File: src/rtl/x86pw_pkg.sv
// Package: types, constants and encodings for the x86 page walk block.
package x86pw_pkg;

  localparam int DIR_ENTRIES_DEF = 2048;
  localparam int SEGMENTS_DEF    = 16;

  localparam int AW = 52;
  localparam logic [AW-1:0] MASK52 = {AW{1'b1}};

  typedef enum logic [1:0] {
    ACT_DIR_WR  = 2'd0,
    ACT_SEG_WR  = 2'd1,
    ACT_XLATE   = 2'd2,
    ACT_ENT_RSP = 2'd3
  } action_t;

  typedef enum logic [2:0] {
    ST_OK        = 3'd0,
    ST_DIR_INV   = 3'd1,
    ST_ENT_NODMP = 3'd2,
    ST_ENT_INV   = 3'd3,
    ST_ADDR_NODMP = 3'd4
  } status_t;

  typedef enum logic [1:0] {
    CFG_PAE    = 2'd0,
    CFG_PAGING = 2'd1,
    CFG_SEGCNT = 2'd2
  } cfg_idx_t;

  typedef enum logic [2:0] {
    S_IDLE,
    S_DIR_RD,
    S_SEARCH,
    S_OUT
  } fsm_t;

  // request from controller to segment search unit
  typedef struct packed {
    logic          start;
    logic [AW-1:0] pa;
  } srch_req_t;

  typedef struct packed {
    logic          done;
    logic          hit;
    logic [AW-1:0] off;
  } srch_rsp_t;

endpackage

File: src/rtl/x86pw_seg_search.sv
// Segment table memory and sequential physical-to-file search.
module x86pw_seg_search import x86pw_pkg::*; #(
  parameter int SEGMENTS = SEGMENTS_DEF
) (
  input  logic             clk,
  input  logic             rst_n,
  input  logic             wr_en,
  input  logic [10:0]      wr_slot,
  input  logic [AW-1:0]    wr_base,
  input  logic [AW-1:0]    wr_len,
  input  logic [AW-1:0]    wr_file,
  input  logic [4:0]       seg_count,
  input  srch_req_t        req,
  output srch_rsp_t        rsp
);
  localparam int IW = (SEGMENTS > 1) ? $clog2(SEGMENTS) : 1;
  localparam int CW = $clog2(SEGMENTS + 1) + 1;

  logic [AW-1:0] base_mem [SEGMENTS];
  logic [AW-1:0] len_mem  [SEGMENTS];
  logic [AW-1:0] file_mem [SEGMENTS];

  logic [AW-1:0] base_q, len_q, file_q;
  logic [CW-1:0] idx_r, idx_nxt;
  logic [CW-1:0] lim;
  logic          busy_r, busy_nxt;
  logic          chk_r, chk_nxt;
  logic [AW-1:0] pa_r;
  logic          done_r, done_nxt, hit_r, hit_nxt;
  logic [AW-1:0] off_r, off_nxt;
  logic [AW:0]   end_a;
  logic          in_rng;

  always_comb begin
    if ({1'b0, seg_count} > CW'(SEGMENTS)) lim = CW'(SEGMENTS);
    else lim = CW'(seg_count);
  end

  always_ff @(posedge clk) begin
    if (wr_en && ({1'b0, wr_slot} < 12'(SEGMENTS))) begin
      base_mem[wr_slot[IW-1:0]] <= wr_base;
      len_mem[wr_slot[IW-1:0]]  <= wr_len;
      file_mem[wr_slot[IW-1:0]] <= wr_file;
    end
    base_q <= base_mem[idx_nxt[IW-1:0]];
    len_q  <= len_mem[idx_nxt[IW-1:0]];
    file_q <= file_mem[idx_nxt[IW-1:0]];
  end

  assign end_a  = {1'b0, base_q} + {1'b0, len_q};
  assign in_rng = (pa_r >= base_q) && ({1'b0, pa_r} < end_a);

  always_comb begin
    idx_nxt  = idx_r;
    busy_nxt = busy_r;
    chk_nxt  = 1'b0;
    done_nxt = 1'b0;
    hit_nxt  = hit_r;
    off_nxt  = off_r;
    if (req.start) begin
      idx_nxt  = '0;
      hit_nxt  = 1'b0;
      if (lim == '0) begin
        done_nxt = 1'b1;
        busy_nxt = 1'b0;
      end else begin
        busy_nxt = 1'b1;
        chk_nxt  = 1'b1;
      end
    end else if (busy_r && chk_r) begin
      if (in_rng) begin
        hit_nxt  = 1'b1;
        off_nxt  = (pa_r - base_q) + file_q;
        done_nxt = 1'b1;
        busy_nxt = 1'b0;
      end else if (idx_r + 1'b1 >= lim) begin
        done_nxt = 1'b1;
        busy_nxt = 1'b0;
      end else begin
        idx_nxt = idx_r + 1'b1;
        chk_nxt = 1'b1;
      end
    end
  end

  always_ff @(posedge clk) begin
    if (!rst_n) begin
      busy_r <= 1'b0;
      chk_r  <= 1'b0;
      done_r <= 1'b0;
      idx_r  <= '0;
    end else begin
      busy_r <= busy_nxt;
      chk_r  <= chk_nxt;
      done_r <= done_nxt;
      idx_r  <= idx_nxt;
    end
  end

  always_ff @(posedge clk) begin
    hit_r <= hit_nxt;
    off_r <= off_nxt;
    if (req.start) pa_r <= req.pa;
  end

  assign rsp.done = done_r;
  assign rsp.hit  = hit_r;
  assign rsp.off  = off_r;
endmodule

File: config.mk
export PLATFORM = sky130hd
export DESIGN_NAME = x86pw_seg_search
export DESIGN_NICKNAME = d
export VERILOG_FILES = /design/src/rtl/x86pw_pkg.sv /design/src/rtl/x86pw_seg_search.sv
export SDC_FILE = /design/constraint.sdc
export NUM_CORES = 2
export LEC_CHECK = 0
export BUFFER_PORTS_ARGS = -buffer_cell sky130_fd_sc_hd__buf_4
export CORE_MARGIN = 8
export CORE_UTILIZATION = 56
export DETAILED_ROUTE_END_ITERATION = 10
export GPL_TIMING_DRIVEN = 0
export PLACE_DENSITY_LB_ADDON = 0.15
export SLEW_MARGIN = 0
export SYNTH_ARGS = -nofsm -noshare
export SYNTH_HDL_FRONTEND = slang
export SYNTH_SLANG_ARGS = --single-unit
File: constraint.sdc
create_clock -name clk -period 11.5 [get_ports clk]
set_input_delay 0 -clock clk [delete_from_list [all_inputs] [get_ports clk]]
set_output_delay 0 -clock clk [all_outputs]
set_load 0.02 [all_outputs]
### Word-level counts from Yosys, hierarchy flattened

Memory sizes are Yosys's and may differ from the RTL's. A register that Yosys moved wholly into a read port is not among the register bits.
Index checks and enable logic that the tools add are counted.
W data, S select, Z words.

| word-level totals | value |
|---|---|
| register bits after elaboration | 114 |
| bits in latches | 0 |
| memory bits (writable) | 2496 |
| bits in read-only memories | 0 |
| bits of input ports | 228 |
| word-level logic and storage cells | 56 |
| memories | 3 |

| operators by class | value |
|---|---|
| add/sub/neg operators | 4 |
| multipliers | 0 |
| div/mod/pow operators | 0 |
| magnitude comparators | 5 |
| equal/unequal tests | 0 |
| shifts and indexed selects | 0 |
| muxes and demuxes | 21 |
| bitwise gates (word level) | 4 |
| reduce and logical (&&, ||, !) cells | 11 |

Memory list:

| name | words | width | rd ports | clocked after memory_dff | write ports | RTL line | text |
|---|---|---|---|---|---|---|---|
| base_mem | 16 | 52 | 1 | 1 | 1 | x86pw_seg_search.sv:19 | `logic [AW-1:0] base_mem [SEGMENTS];` |
| file_mem | 16 | 52 | 1 | 1 | 1 | x86pw_seg_search.sv:21 | `logic [AW-1:0] file_mem [SEGMENTS];` |
| len_mem | 16 | 52 | 1 | 1 | 1 | x86pw_seg_search.sv:20 | `logic [AW-1:0] len_mem [SEGMENTS];` |

Operators with widths:

| kind | count |
|---|---|
| $add A52 B52 Y53 | 1 |
| $lt A52 B53 Y1 | 1 |
| $add A52 B52 Y52 | 1 |
| $ge A52 B52 Y1 | 1 |
| $sub A52 B52 Y52 | 1 |
| $mux W1 | 16 |
| $mux W4 | 4 |
| $lt A11 B5 Y1 const B | 1 |
| $add A6 B1 Y6 const B | 1 |
| $ge A6 B5 Y1 | 1 |
| $logic_not A6 Y1 | 1 |
| $reduce_and A3 Y1 | 2 |
| $gt A5 B5 Y1 const B | 1 |
| $mux W5 | 1 |
| $not A1 Y1 | 4 |
| $reduce_and A2 Y1 | 2 |
| $logic_and A1 B1 Y1 | 3 |
| $reduce_bool A3 Y1 | 1 |
| $reduce_bool A2 Y1 | 1 |
| $reduce_or A2 Y1 | 1 |

### Logic depth before layout (Yosys ltp)

| logic depth | value |
|---|---|
| depth after elaboration | 7 |
| depth in mapped cells | 31 |
| mapped depth without buffers | 27 |

### Worst setup path after synthesis

No wires, ideal clock.

| timing path | value |
|---|---|
| kind | in2reg |
| from | in wr_slot[10] |
| to | mem base_mem[0][0] (enable) |
| library setup time | 865 ps |
| arrival time | 11265 ps |
| slack | -630 ps |
| cell stages on the path | 5 |
| path buffers | 0 |
| path through | nor4_1 > and4b_1 > nor2b_1 > nand2b_1 > nor3_1 |

| between the ends | value |
|---|---|
| cells in the longest elaborated chain, start to end | 4 |

Ends and longest elaborated chain:

| what | RTL line | text |
|---|---|---|
| start, declared | x86pw_seg_search.sv:8 | `input logic [10:0] wr_slot,` |
| $lt A11 B5 Y1 | x86pw_seg_search.sv:40 | `if (wr_en && ({1'b0, wr_slot} < 12'(SEGMENTS))) begin` |
| $logic_and A1 B1 Y1 | x86pw_seg_search.sv:40 |  |
| $mux W1 | x86pw_seg_search.sv:40 |  |
| $mux W1 (implied by the code) | x86pw_seg_search.sv:41 | `base_mem[wr_slot[IW-1:0]] <= wr_base;` |
| end, declared | x86pw_seg_search.sv:19 |  |

No other way between the ends.

### Final worst setup path

| timing path | value |
|---|---|
| from | reg base_q[4] (read register of base_mem) |
| to | reg base_q[37] (read register of base_mem) |

| between the ends | value |
|---|---|
| cells in the longest elaborated chain, start to end | 6 |
| elaborated cells between the ends (all ways) | 7 |

Ends and longest elaborated chain:

| what | RTL line | text |
|---|---|---|
| start, declared | x86pw_seg_search.sv:23 | `logic [AW-1:0] base_q, len_q, file_q;` |
| $add A52 B52 Y53 | x86pw_seg_search.sv:50 | `assign end_a = {1'b0, base_q} + {1'b0, len_q};` |
| $lt A52 B53 Y1 | x86pw_seg_search.sv:51 | `assign in_rng = (pa_r >= base_q) && ({1'b0, pa_r} < end_a);` |
| $logic_and A1 B1 Y1 * | x86pw_seg_search.sv:51 |  |
| $mux W4 * | x86pw_seg_search.sv:71 | `if (in_rng) begin` |
| $mux W4 * | x86pw_seg_search.sv:70 | `end else if (busy_r && chk_r) begin` |
| $mux W4 * | x86pw_seg_search.sv:60 | `if (req.start) begin` |

Every way passes the cells marked *; elsewhere a longest branch is shown, timed or not.
A chain may end at the register's enable or synchronous reset.

==> summary.md <==
| Metric | Value |
|---|---|
| Die Ht | between 400 and 500 um |
| FF+latch count, synth | 2766 |
| Status | complete, no violations |
| Die width | between 400 and 500 um |
| Worst path arrival time | 10.16 ns |
| Post-synth ARST share | 0% |
| Largest net degree at the start of global routing | 61 |
| Post-layout nets | slightly above 8000 |
| RSZ-0062 raised after global routing | no |
| Worst EP required | 12.22 ns |
| Hold Path Origin | wr_base[41] |
| Fmax | between 0.1 and 0.15 GHz |
| # port buffers | about 280 |
| Hold buffers post-CTS | 430 |
| Sequential share of power | between 50% and 60% |
| Antenna-violating nets left | 0 |
| Hold WC Path Type | in2reg |
| Global Route Usage Sum | about 28% |
| Wire per inst | ~30 um |
| Routability Congestion | between 0.9 and 1 |
| Setup ws final | 2.06 ns |
| Global Route met3 Usage | 4.59% |
| Primary FF master, synth | edfxtp_1 |
| YS warnings | 0 |
| Max-slew violations | 0 |
| Design Power | around 21 mW |
| Slew HR | 6.34% |
| Starting density of the core | between 50% and 60% |
| Pre-antenna DRT Iters | 9 |
| WS Path Type | reg2reg |
| DRT iter0 DRCs | 7387 |
| CTS root buffer | clkbuf_16 |
| Global routing usage on met1 | a little under two fifths |
| TritonCTS clock tree | yes |
| DP HPWL | roughly 210000 um |
| Vias in the first global route | about 64000 |
| FILL cells | 13200 |
| Via/cell ratio | roughly 6 |
| First-pass GRT wire length | roughly 440000 um |
| Max IR drop VDD | 0.140 mV |
| Post-Syn Area | between 0.1 and 0.15 mm2 |
| Crit. Startpoint | base_q[4] |
| Max Root-Sink Buffers | 4 |
| Post-synth net total | around 7000 |
| Num rows | 164 |
| Worst setup EP type | register |
| Setup repair bufs after CTS | 0 |
| Drt drc | 0 |
| Final setup viols | 0 |
| Worst-margin pin slew | 1.40 ns |
| Setup_tns | 0 ns |
| Worst reg2reg startpoint | base_q[4] |
| PwrDens | approximately 160 mW/mm2 |
| Post-synthesis sequential area ratio | just over 70% |
| Core Region | 0.199 mm2 |
| Switching portion of total power | between 20% and 30% |
| Io pins | between 200 and 300 |
| Worst-Skew Late Latency | between 0.9 and 1 ns |
| Final worst path period share | slightly above 80% |
| Post-CTS sizing | 0 |
| Die area | about 0.21 mm2 |
| Global-route met2 utilization | 46.4% |
| Combinational share of power | roughly 5% |
| Max-cap violations | 0 |
| Leakage | 45.7 nW |
| Avg Synthesized Cell Area | about 17 um2 |
| Design area | between 0.1 and 0.15 mm2 |
| Grt ovf | 0 |
| Setup Skew | ~0.062 ns |
| Period minus WS final | about 9.4 ns |
| Clock power share | between 40% and 50% |
| Antenna violations before repair | slightly above 40 |
| Critical-path maximum fanout | 10 |
| DR vias | between 60000 and 70000 |
| CTS Buf Count | 292 |
| EDFF count, synth | 2600 |
| Placed Area | between 0.1 and 0.15 mm2 |
| H-tree levels | 5 |
| Layout cells sized above 1 | a little under a fifth |
| Int Pwr | approximately 17 mW |
| P_sw | ~4.4 mW |
| Clock transition at path regs | ~0.060 ns |
| Worst slack, placed | approximately 2.3 ns |
| WHS | around 0.065 ns |
| Top Usage Layer GRT | met2 |
| Synth Instances | roughly 6500 |
| Clk sink count | ~2800 |
| Final wirelength | 313000 um |
| Critical path launch point type | register |
| Distinct cell type count after synthesis | just under 80 |
| Hold violation count in the final report | 0 |
| Layout area overhead | 19.7% |
==> metal layers <==
layer,up-vias,share of wire (%),wire [um]
met5,-,0.021,65
met4,10,5.5,17100
met3,676,7.7,24100
met2,3039,48,150000
met1,32500,39,121000
li1,28000,-,-
==> critical path: stages, from the launching register on <==
cell	delay [ns]
dfxtp_1	0.73
ha_1	0.38
a21oi_1	0.21
o21ai_0	0.22
a41o_1	0.32
and4_1	0.24
o211a_1	0.26
or2_2	0.35
a21oi_1	0.31
nand2_1	0.11
a21oi_1	0.28
and2_1	0.25
a311oi_1	0.14
ha_1	0.35
nand3_1	0.12
nor4_1	0.68
nand4_1	0.15
o21bai_1	0.20
a21oi_1	0.21
a21oi_2	0.18
nor2_2	0.43
mux2i_1	0.27
nand2_1	0.14
clkbuf_1	1.01
clkbuf_1	0.71
o22ai_1	0.22
or4b_1	0.73
==> power groups by stage <==
stage	clock network, mW	registers, mW	logic (mW)
after CTS	9.24	11.1	1.05
after floorplan	0	11.3	0.501
after global placement	0	11.3	0.894
after global routing	9.63	11.1	1.13
after detailed placement	0	11.3	0.922
final	9.16	11.1	1.06
==> per-stage QoR <==
| stage | utilization [%] | instances |
|---|---|---|
| after floorplan | - | 6484 |
| after global placement | 58.9 | 9421 |
| after detailed placement | 60.5 | 9562 |
| after CTS | 67.3 | 10500 |
| after global routing | 67.3 | 10500 |
| final | 67.3 | 10500 |
==> flip-flops by register name, summed over array words and instances, names as in the netlist <==
signal    flops
chk_r         1
idx_r         6
len_q        52
off_r        52
done_r        1
busy_r        1
base_mem    832
len_mem     832
file_mem    832
file_q       52
base_q       52
hit_r         1
pa_r         52
==> Yosys cell counts (7+ instances only) <==
| library cell | number | area, um2 |
|---|---|---|
| o22ai_1 | 314 | 1960 |
| nor2b_1 | 19 | 119 |
| inv_1 | 292 | 1100 |
| nand2b_1 | 23 | 144 |
| mux2_2 | 327 | 3680 |
| or4b_1 | 155 | 1550 |
| clkbuf_1 | 130 | 488 |
| and2_1 | 8 | 50.1 |
| a21o_1 | 62 | 465 |
| dfxtp_1 | 166 | 3320 |
| nor2_1 | 234 | 878 |
| fa_1 | 52 | 1040 |
| a222oi_1 | 155 | 1550 |
| o21ai_0 | 72 | 360 |
| o21a_1 | 22 | 165 |
| a31oi_1 | 11 | 68.8 |
| edfxtp_1 | 2600 | 78100 |
| buf_6 | 21 | 236 |
| mux2_1 | 31 | 349 |
| mux2i_1 | 784 | 7850 |
| a21oi_1 | 124 | 621 |
| a21boi_0 | 10 | 75.1 |
| ha_1 | 213 | 2670 |
| xor2_1 | 31 | 272 |
| nor3_1 | 21 | 105 |
| mux2_4 | 109 | 1640 |
| buf_1 | 11 | 41.3 |
| o211ai_1 | 12 | 90.1 |
| or2_2 | 7 | 43.8 |
| xnor2_1 | 73 | 639 |
| nand2_1 | 80 | 300 |
| buf_2 | 114 | 571 |
| o21bai_1 | 18 | 135 |
| nand4_1 | 26 | 163 |
| nand3_1 | 37 | 185 |
| a211oi_1 | 14 | 105 |
==> final timing paths <==
kind | slack (ns) | cells past startpoint | end
setup reg to reg | 2.06 | 26 | base_q[37]
hold reg to reg | 0.51 | 1 | hit_r
hold / removal | 0.06 | 2 | base_mem[7][41]
setup / recovery | 2.06 | 26 | base_q[37]
==> kinds of logic after synthesis <==
logic type | share of synthesized area [%]
simple gates | 3.43
fa+ha+maj | 3.31
xor+xnor | 0.813
compound gates | 5.48
buf+inv | 2.21
flops | 72.7
mux | 12.1
==> layout make-up <==
type	instances	area [um2]	share of cell area [%]
diodes	27	67.6	0.0504
flip-flops and latches	2766	81400	60.7
clock buffers	362	7780	5.80
clock inverters	143	1390	1.04
well taps	2656	3320	2.48
plain buffers	282	1390	1.04
multi-input cells	3144	28300	21.1
repair buffers	852	9360	6.98
inverters	292	1100	0.818
==> cell usage in the layout, fill, tap and decap left out, types with 23 or more instances in the layout <==
master / synthesis / routed
a21o_1: 62 / 62
a21oi_1: 124 / 124
a222oi_1: 155 / 155
buf_12: 0 / 76
buf_16: 0 / 37
buf_2: 114 / 114
buf_4: 6 / 287
buf_6: 21 / 24
buf_8: 0 / 25
bufinv_16: 0 / 27
clkbuf_1: 130 / 183
clkbuf_16: 0 / 300
clkinv_1: 0 / 55
clkinv_2: 0 / 44
dfxtp_1: 166 / 166
diode_2: 0 / 27
dlygate4sd3_1: 0 / 430
edfxtp_1: 2600 / 2600
fa_1: 52 / 52
ha_1: 213 / 213
inv_1: 292 / 292
mux2_1: 31 / 31
mux2_2: 327 / 327
mux2_4: 109 / 109
mux2i_1: 784 / 784
nand2_1: 80 / 80
nand2b_1: 23 / 23
nand3_1: 37 / 37
nand4_1: 26 / 26
nor2_1: 234 / 222
o21ai_0: 72 / 72
o22ai_1: 314 / 314
or4b_1: 155 / 155
xnor2_1: 73 / 73
xor2_1: 31 / 31
No activity file was read; power rests on OpenSTA's default activity.
